`src/hw/rtl/kohi_pkg.sv`:
```
`default_nettype none
// ----------------------------------------------------------------------------
// kohi_pkg
// Shared types and constants for the keyed offset hash index: table sizes,
// field widths, result codes, controller states and the command/status
// structs between controller and datapath.
// ----------------------------------------------------------------------------
package kohi_pkg;

    // table sizes (BUCKETS must be a power of two: bucket = hash mod BUCKETS)
    localparam int BUCKETS    = 4096;
    localparam int POOL_NODES = 4096;

    // derived widths
    localparam int BKT_W  = $clog2(BUCKETS);
    localparam int NODE_W = $clog2(POOL_NODES);
    localparam int LINK_W = $clog2(POOL_NODES + 1);

    // field widths
    localparam int ID_W   = 32;
    localparam int YEAR_W = 16;
    localparam int KEY_W  = ID_W + YEAR_W;
    localparam int OFS_W  = 48;
    localparam int ST_W   = 2;

    // stream data widths, padded to whole bytes
    localparam int IN_DATA_W  = ((KEY_W + OFS_W + 7) / 8) * 8;
    localparam int OUT_DATA_W = ((ST_W + OFS_W + 7) / 8) * 8;

    // hash multiplier and the width the exact hash sum needs
    localparam int HASH_MUL = 31;
    localparam int HASH_W   = ID_W + 6;

    // operation selector
    localparam logic FUNC_INSERT = 1'b0;
    localparam logic FUNC_LOOKUP = 1'b1;

    // result codes
    typedef enum logic [ST_W-1:0] {
        ST_OK   = 2'd0,
        ST_MISS = 2'd1,
        ST_FULL = 2'd2
    } t_status;

    // controller states
    typedef enum logic [2:0] {
        S_CLEAR,
        S_IDLE,
        S_HEAD,
        S_HEADW,
        S_NODEW,
        S_DONE
    } t_state;

    // controller to datapath
    typedef struct packed {
        logic    clr_wr;      // write one empty bucket head
        logic    load_in;     // capture input item and its bucket
        logic    head_rd;     // read bucket head
        logic    ins_wr;      // link a new node at the chain head
        logic    node_rd;     // read a chain node
        logic    rd_next;     // node address from previous node, else from head
        logic    res_load;    // capture result
        t_status res_code;
        logic    res_ofs;     // result carries the matched node offset
        logic    out_load;    // move result into the output register
    } t_cmd;

    // datapath to controller
    typedef struct packed {
        logic clr_last;
        logic is_lookup;
        logic full;
        logic head_zero;
        logic key_match;
        logic next_zero;
        logic out_free;
    } t_stat;

endpackage
`default_nettype wire

```
`src/hw/rtl/kohi_ctrl.sv`:
```
`default_nettype none
// ----------------------------------------------------------------------------
// kohi_ctrl
// Sequencer for the hash index: head memory clearing after reset, input
// acceptance, bucket head read, insert or chain walk, and result hand-off.
// ----------------------------------------------------------------------------
module kohi_ctrl
    import kohi_pkg::*;
(
    input  wire   i_clk,
    input  wire   i_rst_n,
    input  wire   i_in_valid,
    output logic  o_in_ready,
    input  t_stat i_stat,
    output t_cmd  o_cmd
);

    t_state r_state;
    t_state n_state;

    // state register
    always_ff @(posedge i_clk) begin
        if (!i_rst_n) begin
            r_state <= S_CLEAR;
        end else begin
            r_state <= n_state;
        end
    end

    // next state and commands
    always_comb begin
        n_state    = r_state;
        o_cmd      = '0;
        o_in_ready = 1'b0;
        case (r_state)
            S_CLEAR: begin
                o_cmd.clr_wr = 1'b1;
                if (i_stat.clr_last) begin
                    n_state = S_IDLE;
                end
            end
            S_IDLE: begin
                o_in_ready    = 1'b1;
                o_cmd.load_in = i_in_valid;
                if (i_in_valid) begin
                    n_state = S_HEAD;
                end
            end
            S_HEAD: begin
                o_cmd.head_rd = 1'b1;
                n_state       = S_HEADW;
            end
            S_HEADW: begin
                if (!i_stat.is_lookup) begin
                    o_cmd.res_load = 1'b1;
                    n_state        = S_DONE;
                    if (i_stat.full) begin
                        o_cmd.res_code = ST_FULL;
                    end else begin
                        o_cmd.ins_wr   = 1'b1;
                        o_cmd.res_code = ST_OK;
                    end
                end else if (i_stat.head_zero) begin
                    o_cmd.res_load = 1'b1;
                    o_cmd.res_code = ST_MISS;
                    n_state        = S_DONE;
                end else begin
                    o_cmd.node_rd = 1'b1;
                    n_state       = S_NODEW;
                end
            end
            S_NODEW: begin
                if (i_stat.key_match) begin
                    o_cmd.res_load = 1'b1;
                    o_cmd.res_code = ST_OK;
                    o_cmd.res_ofs  = 1'b1;
                    n_state        = S_DONE;
                end else if (i_stat.next_zero) begin
                    o_cmd.res_load = 1'b1;
                    o_cmd.res_code = ST_MISS;
                    n_state        = S_DONE;
                end else begin
                    o_cmd.node_rd = 1'b1;
                    o_cmd.rd_next = 1'b1;
                end
            end
            S_DONE: begin
                if (i_stat.out_free) begin
                    o_cmd.out_load = 1'b1;
                    n_state        = S_IDLE;
                end
            end
            default: begin
                n_state = S_CLEAR;
            end
        endcase
    end

endmodule
`default_nettype wire

```
`config.mk`:
```
export PLATFORM = sky130hd
export DESIGN_NAME = kohi_ctrl
export DESIGN_NICKNAME = d
export VERILOG_FILES = /design/src/hw/rtl/kohi_pkg.sv /design/src/hw/rtl/kohi_ctrl.sv
export SDC_FILE = /design/constraint.sdc
export NUM_CORES = 1
export LEC_CHECK = 0
export BUFFER_PORTS_ARGS = -buffer_cell sky130_fd_sc_hd__buf_2
export CAP_MARGIN = 20
export CORE_AREA = 2 2 39 41
export CTS_BUF_LIST = sky130_fd_sc_hd__clkbuf_16
export DETAILED_ROUTE_END_ITERATION = 16
export DIE_AREA = 0 0 41 43
export PLACE_DENSITY = 0.55
export SYNTH_ARGS = -nofsm -noshare
export SYNTH_HDL_FRONTEND = slang
export SYNTH_SLANG_ARGS = --single-unit
```
`constraint.sdc`:
```
create_clock -name i_clk -period 1.3 [get_ports i_clk]
set_input_delay 0.325 -clock i_clk [delete_from_list [all_inputs] [get_ports i_clk]]
set_output_delay 0.325 -clock i_clk [all_outputs]
set_load 0.01 [all_outputs]
```
==> results of run 1 <==
[layout make-up]
cell class | count | area share, %
repair buffers | 40 | 35.5
flip-flops and latches | 3 | 7.74
clock buffers | 3 | 9.10
clock inverters | 1 | 0.455
multi-input cells | 38 | 43.9
well taps | 16 | 2.43
inverters | 2 | 0.910
[synth_stat cells]
| cell type | n |
|---|---|
| a21oi_1 | 1 |
| a221oi_2 | 1 |
| a311o_1 | 1 |
| a31o_2 | 1 |
| and2_1 | 1 |
| and2b_1 | 1 |
| buf_2 | 1 |
| buf_4 | 1 |
| buf_6 | 1 |
| dfxtp_1 | 3 |
| inv_1 | 2 |
| mux2_2 | 1 |
| nand2_1 | 7 |
| nand2b_1 | 1 |
| nand3b_1 | 1 |
| nor2_1 | 2 |
| nor2b_1 | 2 |
| nor3_1 | 5 |
| nor3_2 | 1 |
| nor3b_1 | 4 |
| nor4_1 | 1 |
| nor4b_1 | 1 |
| o21ai_0 | 4 |
| o21bai_1 | 1 |
| or3b_1 | 1 |
[through the flow]
step                      hold WS, ns  setup slack [ns]
after floorplan                 0.490            -0.102
after detailed placement        0.617            -0.152
after global placement          0.628            -0.116
after CTS                       0.377            -0.342
final                           0.401            -0.350
after global routing            0.423            -0.393
[timing repair]
item | 4_1_cts | 5_1_grt
buffers inserted | 2 | 5
gates cloned | 1 | 0
endpoints found under the setup margin | 13 | 15
resized for setup | 24 | 17
pin swaps | 5 | 7
[layer usage]
layer | wire, um | share of wire (%) | track usage [%] | up-vias
li1 | - | - | - | 248
met1 | 516 | 40 | 19.4 | 210
met2 | 644 | 50 | 22.8 | 23
met3 | 85 | 6.7 | 3.14 | 5
met4 | 32 | 2.5 | 10.0 | 0
met5 | 0 | 0 | 0 | -
[logic make-up (layout without fill, tap and decap cells)]
family / after synthesis / after routing
simple gates: 28 / 28
compound gates: 9 / 9
buf+inv: 5 / 46
flops: 3 / 3
mux: 1 / 1
[worst max-delay path, delay by kind of cell, from the launching register on]
family,cells,cell delay [ns]
AO/OA/AOI/OAI,1,0.14
buffers and inverters,1,0.11
flip-flops,1,0.33
AND/OR/NAND/NOR,2,0.52
[worst paths after layout]
path,start,endpoint,slack (ns),cells past startpoint
worst max-delay path,r_state[2],o_cmd[6],-0.35,4
worst max register to register,r_state[2],r_state[2],-0.13,6
worst min-delay path,i_rst_n,r_state[2],0.40,3
worst min register to register,r_state[2],r_state[1],0.77,4
[power by group]
group          internal, mW  switching, mW  total (mW)  leakage, nW
combinational         0.242          0.199       0.441        0.323
clock                 0.397         0.0910       0.488       0.0423
sequential            0.109         0.0107       0.120       0.0258
total                 0.748          0.300        1.05        0.392
==> flow_metrics.py, run 1 <==
metrics = {
    "clock_network": {
        "clock_latency_ns": 0.23,
        "clk_pin_slew_worst_paths_ns": 0.03,
        "cts_tree": "built",
        "clockBufferDepth": 2,
        "cts-buffers-inserted": 3,
        "root_buffer": "clkbuf_16",
        "htree_levels": 1,
        "clock_sinks": 3,
        "holdBufCountCts": 0,
    },
    "detailed_routing": {
        "wl_per_cell_um": 12.4,
        "vias": 486,
        "drt-initial-drc-count": 6,
        "firstDrtPassIters": 4,
        "drt_wl_total_um": 1280,
        "antenna_left": 0,
        "drc": 0,
        "viasPerCell": 4.72,
    },
    "floorplanning": {
        "die_height_um": 43,
        "initial_core_util_pct": 24.0,
        "die_area_um2": 1760,
        "num_rows": 14,
        "io_pins": 22,
        "fp.coreArea_um2": 1380,
        "die_w_um": 41,
    },
    "worst_setup_path": {
        "crit_path_cell_trace": "or3b_4 > nor3_4 > o21bai_4 > buf_6",
        "arrival_ns": 1.33,
        "cp.required_ns": 0.98,
        "max_stage_delay_ns": 0.40,
        "slowest_stage": "or3b_4",
        "cp_max_fo": 3,
        "worstSetupPathType": "flip-flop to primary output",
        "cp-end-kind": "primary output",
        "crit_path_start_kind": "flip-flop",
    },
    "global_routing": {
        "grt_start_max_net_pins": 12,
        "grt_usage_pct": 15.5,
        "grt_pass1_vias": 429,
        "antenna_found_initial": 0,
        "overflow": 0,
        "grt_pass1_wl_um": 1820,
    },
    "sta": {
        "post-route-period-util_pct": 127,
        "rsz0062_at_grt": "true",
        "fmax_mhz": 606,
        "hold_viol_final": 0,
        "setup_viol": 13,
        "fin_worst_skew_ns": 0.00297,
        "fin_ws_ns": -0.350,
        "slew_violations": 0,
        "finalSetupTns_ns": -3.29,
        "tightest_slew_ns": 0.207,
        "period_needed_ns": 1.65,
        "maxSlewHeadroom_pct": 86.1,
    },
    "final_layout": {
        "finalInstanceArea_um2": 825,
        "regArea_um2": 63.8,
        "final_cell_mix": "buf_2 (21), buf_4 (9), buf_6 (8)",
        "largest_reg_flops": 3,
        "final_cells": 103,
        "final_nets": 98,
        "area_growth_pct": 149,
        "multi_input_area_um2": 362,
        "final_core_util_pct": 59.6,
        "n_antenna_cell": 0,
        "final_common_cell": "buf_2",
        "drive_gt1_share_pct": 80.5,
        "regMostFlops": "r_state",
        "reg_top3": "r_state x3",
        "fill_cells": 132,
    },
    "synth": {
        "ys_seq_elements": 3,
        "synth-simple-area-share_pct": 49.1,
        "synth.distinct_cells": 25,
        "ys_warn_count": 0,
        "syn-num-nets": 56,
        "synth_xor_area_share_pct": 0,
        "synth-seq-area-share_pct": 18.1,
        "syn_area_per_cell_um2": 7.21,
        "synth_mux_area_share_pct": 3.40,
        "netlist_instances": 46,
        "synth_top_family_by_area": "simple AND/OR/NAND/NOR gates",
        "synth_top_area_share_pct": 18.1,
        "synth_area_leaders": "dfxtp_1 (18%), nor3b_1 (9.1%), nand2_1 (7.9%), nor3_1 (7.5%), o21ai_0 (6.0%)",
        "synth-compound-area-share_pct": 20.0,
        "synth_area_um2": 332,
        "yosysTopAreaCell": "dfxtp_1",
        "synthAdderAreaFrac_pct": 0,
    },
    "placed_design": {
        "dp_cells": 92,
        "gp_congestion": 0.671,
        "hpwl_um": 769,
        "place_area_um2": 538,
        "io_buffers": 21,
    },
    "job": {
        "cap_violations": 0,
    },
    "power_and_ir_drop": {
        "power_density_nw_per_um2": 1270,
        "total_power_mw": 1.05,
        "p_leak_nw": 0.392,
        "vdd_drop_max_uv": 1010,
    },
    "status": {
        "status": "complete, but fails checks",
        "violations": "negative setup slack",
    },
    "hold_path": {
        "hold_class": "input pin to flip-flop",
    },
}
No activity file was read; power rests on OpenSTA's default activity.
==> run 2: changes to the inputs <==
--- a/config.mk
+++ b/config.mk
@@ -8,7 +8,7 @@
 export BUFFER_PORTS_ARGS = -buffer_cell sky130_fd_sc_hd__buf_2
 export CAP_MARGIN = 20
 export CORE_AREA = 2 2 39 41
-export CTS_BUF_LIST = sky130_fd_sc_hd__clkbuf_16
+export CTS_BUF_LIST = sky130_fd_sc_hd__clkbuf_4 sky130_fd_sc_hd__clkbuf_8 sky130_fd_sc_hd__clkbuf_16
 export DETAILED_ROUTE_END_ITERATION = 16
 export DIE_AREA = 0 0 41 43
 export PLACE_DENSITY = 0.55
==> flow_metrics.py, run 2 (synthesized netlist as in run 1, its figures left out) <==
metrics = {
    "status": {
        "status": "complete, but fails checks",
        "violations": "negative setup slack",
    },
    "floorplanning": {
        "num_rows": 14,
        "io_pins": 22,
        "die_height_um": 43,
        "fp.coreArea_um2": 1380,
        "die_w_um": 41,
        "die_area_um2": 1760,
        "initial_core_util_pct": 24.0,
    },
    "worst_setup_path": {
        "worstSetupPathType": "flip-flop to primary output",
        "r2r_cells": 5,
        "cp-end-kind": "primary output",
        "reg2reg_slack_ns": -0.05,
        "arrival_ns": 1.34,
        "timing.rr.end": "r_state[2]",
        "cp.required_ns": 0.98,
        "slowest_stage": "or3b_4",
        "max_stage_delay_ns": 0.41,
        "crit_path_start_kind": "flip-flop",
        "rr_startpoint": "r_state[2]",
        "cp_max_fo": 2,
        "crit_path_cell_trace": "or3b_4 > nor3_4 > o21bai_4 > buf_6",
    },
    "sta": {
        "rsz0062_at_grt": "true",
        "holdWs_ns": 0.373,
        "post-route-period-util_pct": 128,
        "fmax_mhz": 602,
        "slew_violations": 0,
        "maxSlewHeadroom_pct": 85.7,
        "fin_ws_ns": -0.360,
        "fin_worst_skew_ns": 0.00869,
        "period_needed_ns": 1.66,
        "tightest_slew_ns": 0.212,
        "hold_viol_final": 0,
        "setup_viol": 13,
    },
    "detailed_routing": {
        "wl_per_cell_um": 11.5,
        "drc": 0,
        "antenna_left": 0,
        "drt-initial-drc-count": 4,
        "drt_wl_total_um": 1160,
        "viasPerCell": 4.73,
        "vias": 478,
        "firstDrtPassIters": 2,
    },
    "hold_path": {
        "whs_path_depth": 3,
        "whs_endpoint": "r_state[2]",
        "hold_class": "input pin to flip-flop",
        "hp-start": "i_rst_n",
    },
    "clock_network": {
        "htree_levels": 1,
        "holdBufCountCts": 0,
        "clock_sinks": 3,
        "clk_pin_slew_worst_paths_ns": 0.04,
        "cts-buffers-inserted": 3,
        "cts_tree": "built",
        "clock_latency_ns": 0.24,
        "root_buffer": "clkbuf_4",
        "clockBufferDepth": 2,
    },
    "global_routing": {
        "grt_start_max_net_pins": 12,
        "antenna_found_initial": 0,
        "overflow": 0,
        "grt_pass1_vias": 450,
        "grt_usage_pct": 15.4,
        "grt_pass1_wl_um": 1840,
    },
    "final_layout": {
        "regMostFlops": "r_state",
        "final_cell_mix": "buf_2 (21), buf_4 (9), buf_6 (6), nand2_1 (4), clkbuf_4 (4)",
        "area_growth_pct": 126,
        "drive_gt1_share_pct": 78.8,
        "final_nets": 96,
        "reg_top3": "r_state x3",
        "n_antenna_cell": 0,
        "fill_cells": 138,
        "multi_input_area_um2": 357,
        "final_common_cell": "buf_2",
        "largest_reg_flops": 3,
        "regArea_um2": 63.8,
    },
    "placed_design": {
        "gp_congestion": 0.671,
        "hpwl_um": 769,
        "io_buffers": 21,
    },
    "job": {
        "cap_violations": 0,
    },
    "power_and_ir_drop": {
        "total_power_uw": 723,
        "power_density_nw_per_um2": 967,
        "p_leak_nw": 0.355,
        "vdd_drop_max_uv": 547,
    },
}
-- run 2: changes by cell type in the layout (fill, tap and decap cells not counted) --
cell,delta
nor2b_1,+1
buf_6,-2
clkbuf_16,-3
nand2_2,-1
nor2b_2,-1
clkbuf_4,+4
nand2_1,+1
inv_1,-1
-- run 2: routing by layer --
metal  global-route usage (%)  vias to the layer above  part of all wire, %
met5                        0                        -                    0
met4                     8.00                        0                    0
met3                     3.14                        0                  5.5
met2                     25.3                       16                   54
met1                     17.5                      218                   40
li1                         -                      244                    -
-- run 2: stage by stage --
step	setup slack (ns)	cell area, um2	util [%]	std cells	TNS (ns)
2_1_floorplan	-0.102	347	-	46	-0.128
3_3_place_gp	-0.116	538	38.9	92	-0.428
3_5_place_dp	-0.152	538	38.9	92	-0.651
4_1_cts	-0.359	683	49.4	99	-3.06
5_1_grt	-0.427	748	54.1	101	-3.80
6_report	-0.360	748	54.1	101	-2.85
-- run 2: worst max-delay path by stage --
| stage | start | to | cells past startpoint |
|---|---|---|---|
| 4_1_cts | r_state[2] | o_cmd[6] | 4 |
| 5_1_grt | r_state[2] | o_cmd[6] | 4 |
| 3_5_place_dp | r_state[2] | o_cmd[6] | 4 |
| 6_report | r_state[1] | o_cmd[6] | 4 |
| 3_3_place_gp | r_state[2] | o_cmd[6] | 4 |
| 2_1_floorplan | r_state[0] | o_cmd[6] | 3 |
-- run 2: cell type report --
| class | count | share of cell area, % |
|---|---|---|
| well taps | 16 | 2.68 |
| multi-input cells | 38 | 47.7 |
| repair buffers | 38 | 36.1 |
| flip-flops and latches | 3 | 8.53 |
| inverters | 2 | 1.00 |
| clock buffers | 4 | 4.01 |
-- run 2: critical path, delay by kind of cell, from the launching register on --
kind                   cells  cell delay [ns]
buffers and inverters      1             0.11
flip-flops                 1             0.32
AO/OA/AOI/OAI              1             0.14
AND/OR/NAND/NOR            2             0.53
-- run 2: power breakdown --
part / leakage, nW / internal, mW / switching [mW]
registers: 0.0258 / 0.109 / 0.00993
logic: 0.310 / 0.226 / 0.188
clock network: 0.0184 / 0.136 / 0.0543
-- run 2: repair_timing --
item / CTS / global route
endpoints found under the setup margin: 13 / 15
gates cloned: 1 / 0
pin swaps: 5 / 5
resized for setup: 24 / 13
buffers inserted: 2 / 3
==> run 3: changes to the inputs <==
==> constraint.sdc (replaced) <==
create_clock -name i_clk -period 1.8 [get_ports i_clk]
set_input_delay 0.45 -clock i_clk [delete_from_list [all_inputs] [get_ports i_clk]]
set_output_delay 0.45 -clock i_clk [all_outputs]
set_load 0.01 [all_outputs]
==> flow_metrics.py, run 3 (synthesized netlist as in run 1, its figures left out) <==
metrics = {
    "status": {
        "status": "complete, but fails checks",
        "violations": "negative setup slack",
    },
    "global_routing": {
        "gr-usage-met2_pct": 14.1,
        "use_met3_pct": 7.33,
        "grt_pass1_wl_um": 1210,
        "grt_busiest_layer": "met2",
        "grtUsageMet1_pct": 12.5,
        "antenna_found_initial": 0,
        "grt_start_max_net_pins": 12,
        "overflow": 0,
        "grt_pass1_vias": 317,
        "grt_usage_pct": 10.1,
    },
    "job": {
        "cap_violations": 0,
    },
    "final_layout": {
        "n_antenna_cell": 0,
        "area_growth_pct": 55.5,
        "finalInstanceArea_um2": 515,
        "drive_gt1_share_pct": 54.2,
        "largest_reg_flops": 3,
        "regMostFlops": "r_state",
        "final_cell_mix": "buf_2 (21), nand2_1 (6), nor3_1 (5), clkbuf_4 (4), buf_4 (4)",
        "reg_top3": "r_state x3",
        "final_nets": 83,
        "final_common_cell": "buf_2",
    },
    "worst_setup_path": {
        "crit_path_start_kind": "flip-flop",
        "arrival_ns": 1.38,
        "cp.required_ns": 1.35,
        "worstSetupPathType": "flip-flop to primary output",
        "reg2reg_slack_ns": 0.54,
        "cp_max_fo": 7,
        "cp-end-kind": "primary output",
    },
    "detailed_routing": {
        "wl_per_cell_um": 10.3,
        "vias": 427,
        "viasPerCell": 4.85,
        "antenna_left": 0,
        "drt_wl_total_um": 910,
        "firstDrtPassIters": 3,
        "drc": 0,
        "drt-initial-drc-count": 4,
    },
    "floorplanning": {
        "io_pins": 22,
        "die_height_um": 43,
        "num_rows": 14,
        "fp.coreArea_um2": 1380,
        "die_w_um": 41,
        "die_area_um2": 1760,
        "initial_core_util_pct": 24.0,
    },
    "clock_network": {
        "htree_levels": 1,
        "cts_tree": "built",
        "clock_latency_ns": 0.23,
        "root_buffer": "clkbuf_4",
        "clockBufferDepth": 2,
        "clk_pin_slew_worst_paths_ns": 0.03,
        "holdBufCountCts": 0,
        "cts-buffers-inserted": 3,
        "clock_sinks": 3,
    },
    "power_and_ir_drop": {
        "vdd_drop_max_uv": 530,
        "total_power_uw": 389,
        "p_leak_nw": 0.244,
        "power_density_nw_per_um2": 755,
    },
    "placed_design": {
        "hpwl_um": 707,
        "gp_congestion": 0.720,
        "place_area_um2": 455,
        "io_buffers": 21,
        "dpl_worst_slack_ns": 0.103,
    },
    "sta": {
        "setup_viol": 1,
        "post-route-period-util_pct": 102,
        "holdWs_ns": 0.516,
        "tightest_slew_ns": 0.343,
        "hold_viol_final": 0,
        "fin_ws_ns": -0.0340,
        "period_needed_ns": 1.83,
        "rsz0062_at_grt": "true",
        "slew_violations": 0,
        "fmax_mhz": 545,
        "fin_worst_skew_ns": 0.00416,
        "maxSlewHeadroom_pct": 77.1,
    },
    "hold_path": {
        "hold_class": "input pin to flip-flop",
    },
}
[run 3: cell types whose count changed in the layout (fill, tap and decap cells not counted), sizes merged]
| cell | previous run | this run |
|---|---|---|
| buf | 38 | 25 |
[run 3: final timing paths]
kind / depth (start not counted) / end / start
setup / recovery: 4 / o_cmd[6] / r_state[2]
hold / removal: 3 / r_state[2] / i_rst_n
setup reg to reg: 4 / r_state[2] / r_state[0]
hold reg to reg: 2 / r_state[2] / r_state[2]
[run 3: worst max-delay path, cell delays in order, from the launching register on]
cell and delay [ns]:
dfxtp_4 0.36, or3b_4 0.40, nor3_4 0.13, o21bai_1 0.12
buf_2 0.15
[run 3: final cells by class]
cell class	instances	area (um2)
clock buffer	4	30.0
multi-input combinational	38	256
timing repair buffer	25	135
tap	16	20.0
inverter	2	7.51
sequential	3	66.3
fill	161	868
[run 3: routing by layer]
layer | vias up | wire length, um
met5 | - | 0
met4 | 0 | 0
met3 | 0 | 99
met2 | 19 | 406
met1 | 189 | 403
li1 | 219 | -
[run 3: repair_timing]
item | in CTS | in global routing
resized for setup | 4 | 5
buffers inserted | 0 | 1
setup endpoints to repair | 4 | 7
[run 3: through the flow]
step           TNS, ns  util [%]  std cells
6_report       -0.0340      37.3         88
5_1_grt         -0.130      37.3         88
4_1_cts        -0.0548      35.6         87
3_5_place_dp         0      32.9         83
3_3_place_gp         0      32.9         83
2_1_floorplan        0         -         46
[run 3: report_power, final]
part / leakage, nW / switching (mW) / internal [mW] / total (mW)
sequential: 0.0261 / 0.0146 / 0.0792 / 0.0938
combinational: 0.200 / 0.0838 / 0.0819 / 0.166
clock: 0.0184 / 0.0320 / 0.0978 / 0.130
total: 0.244 / 0.130 / 0.259 / 0.389
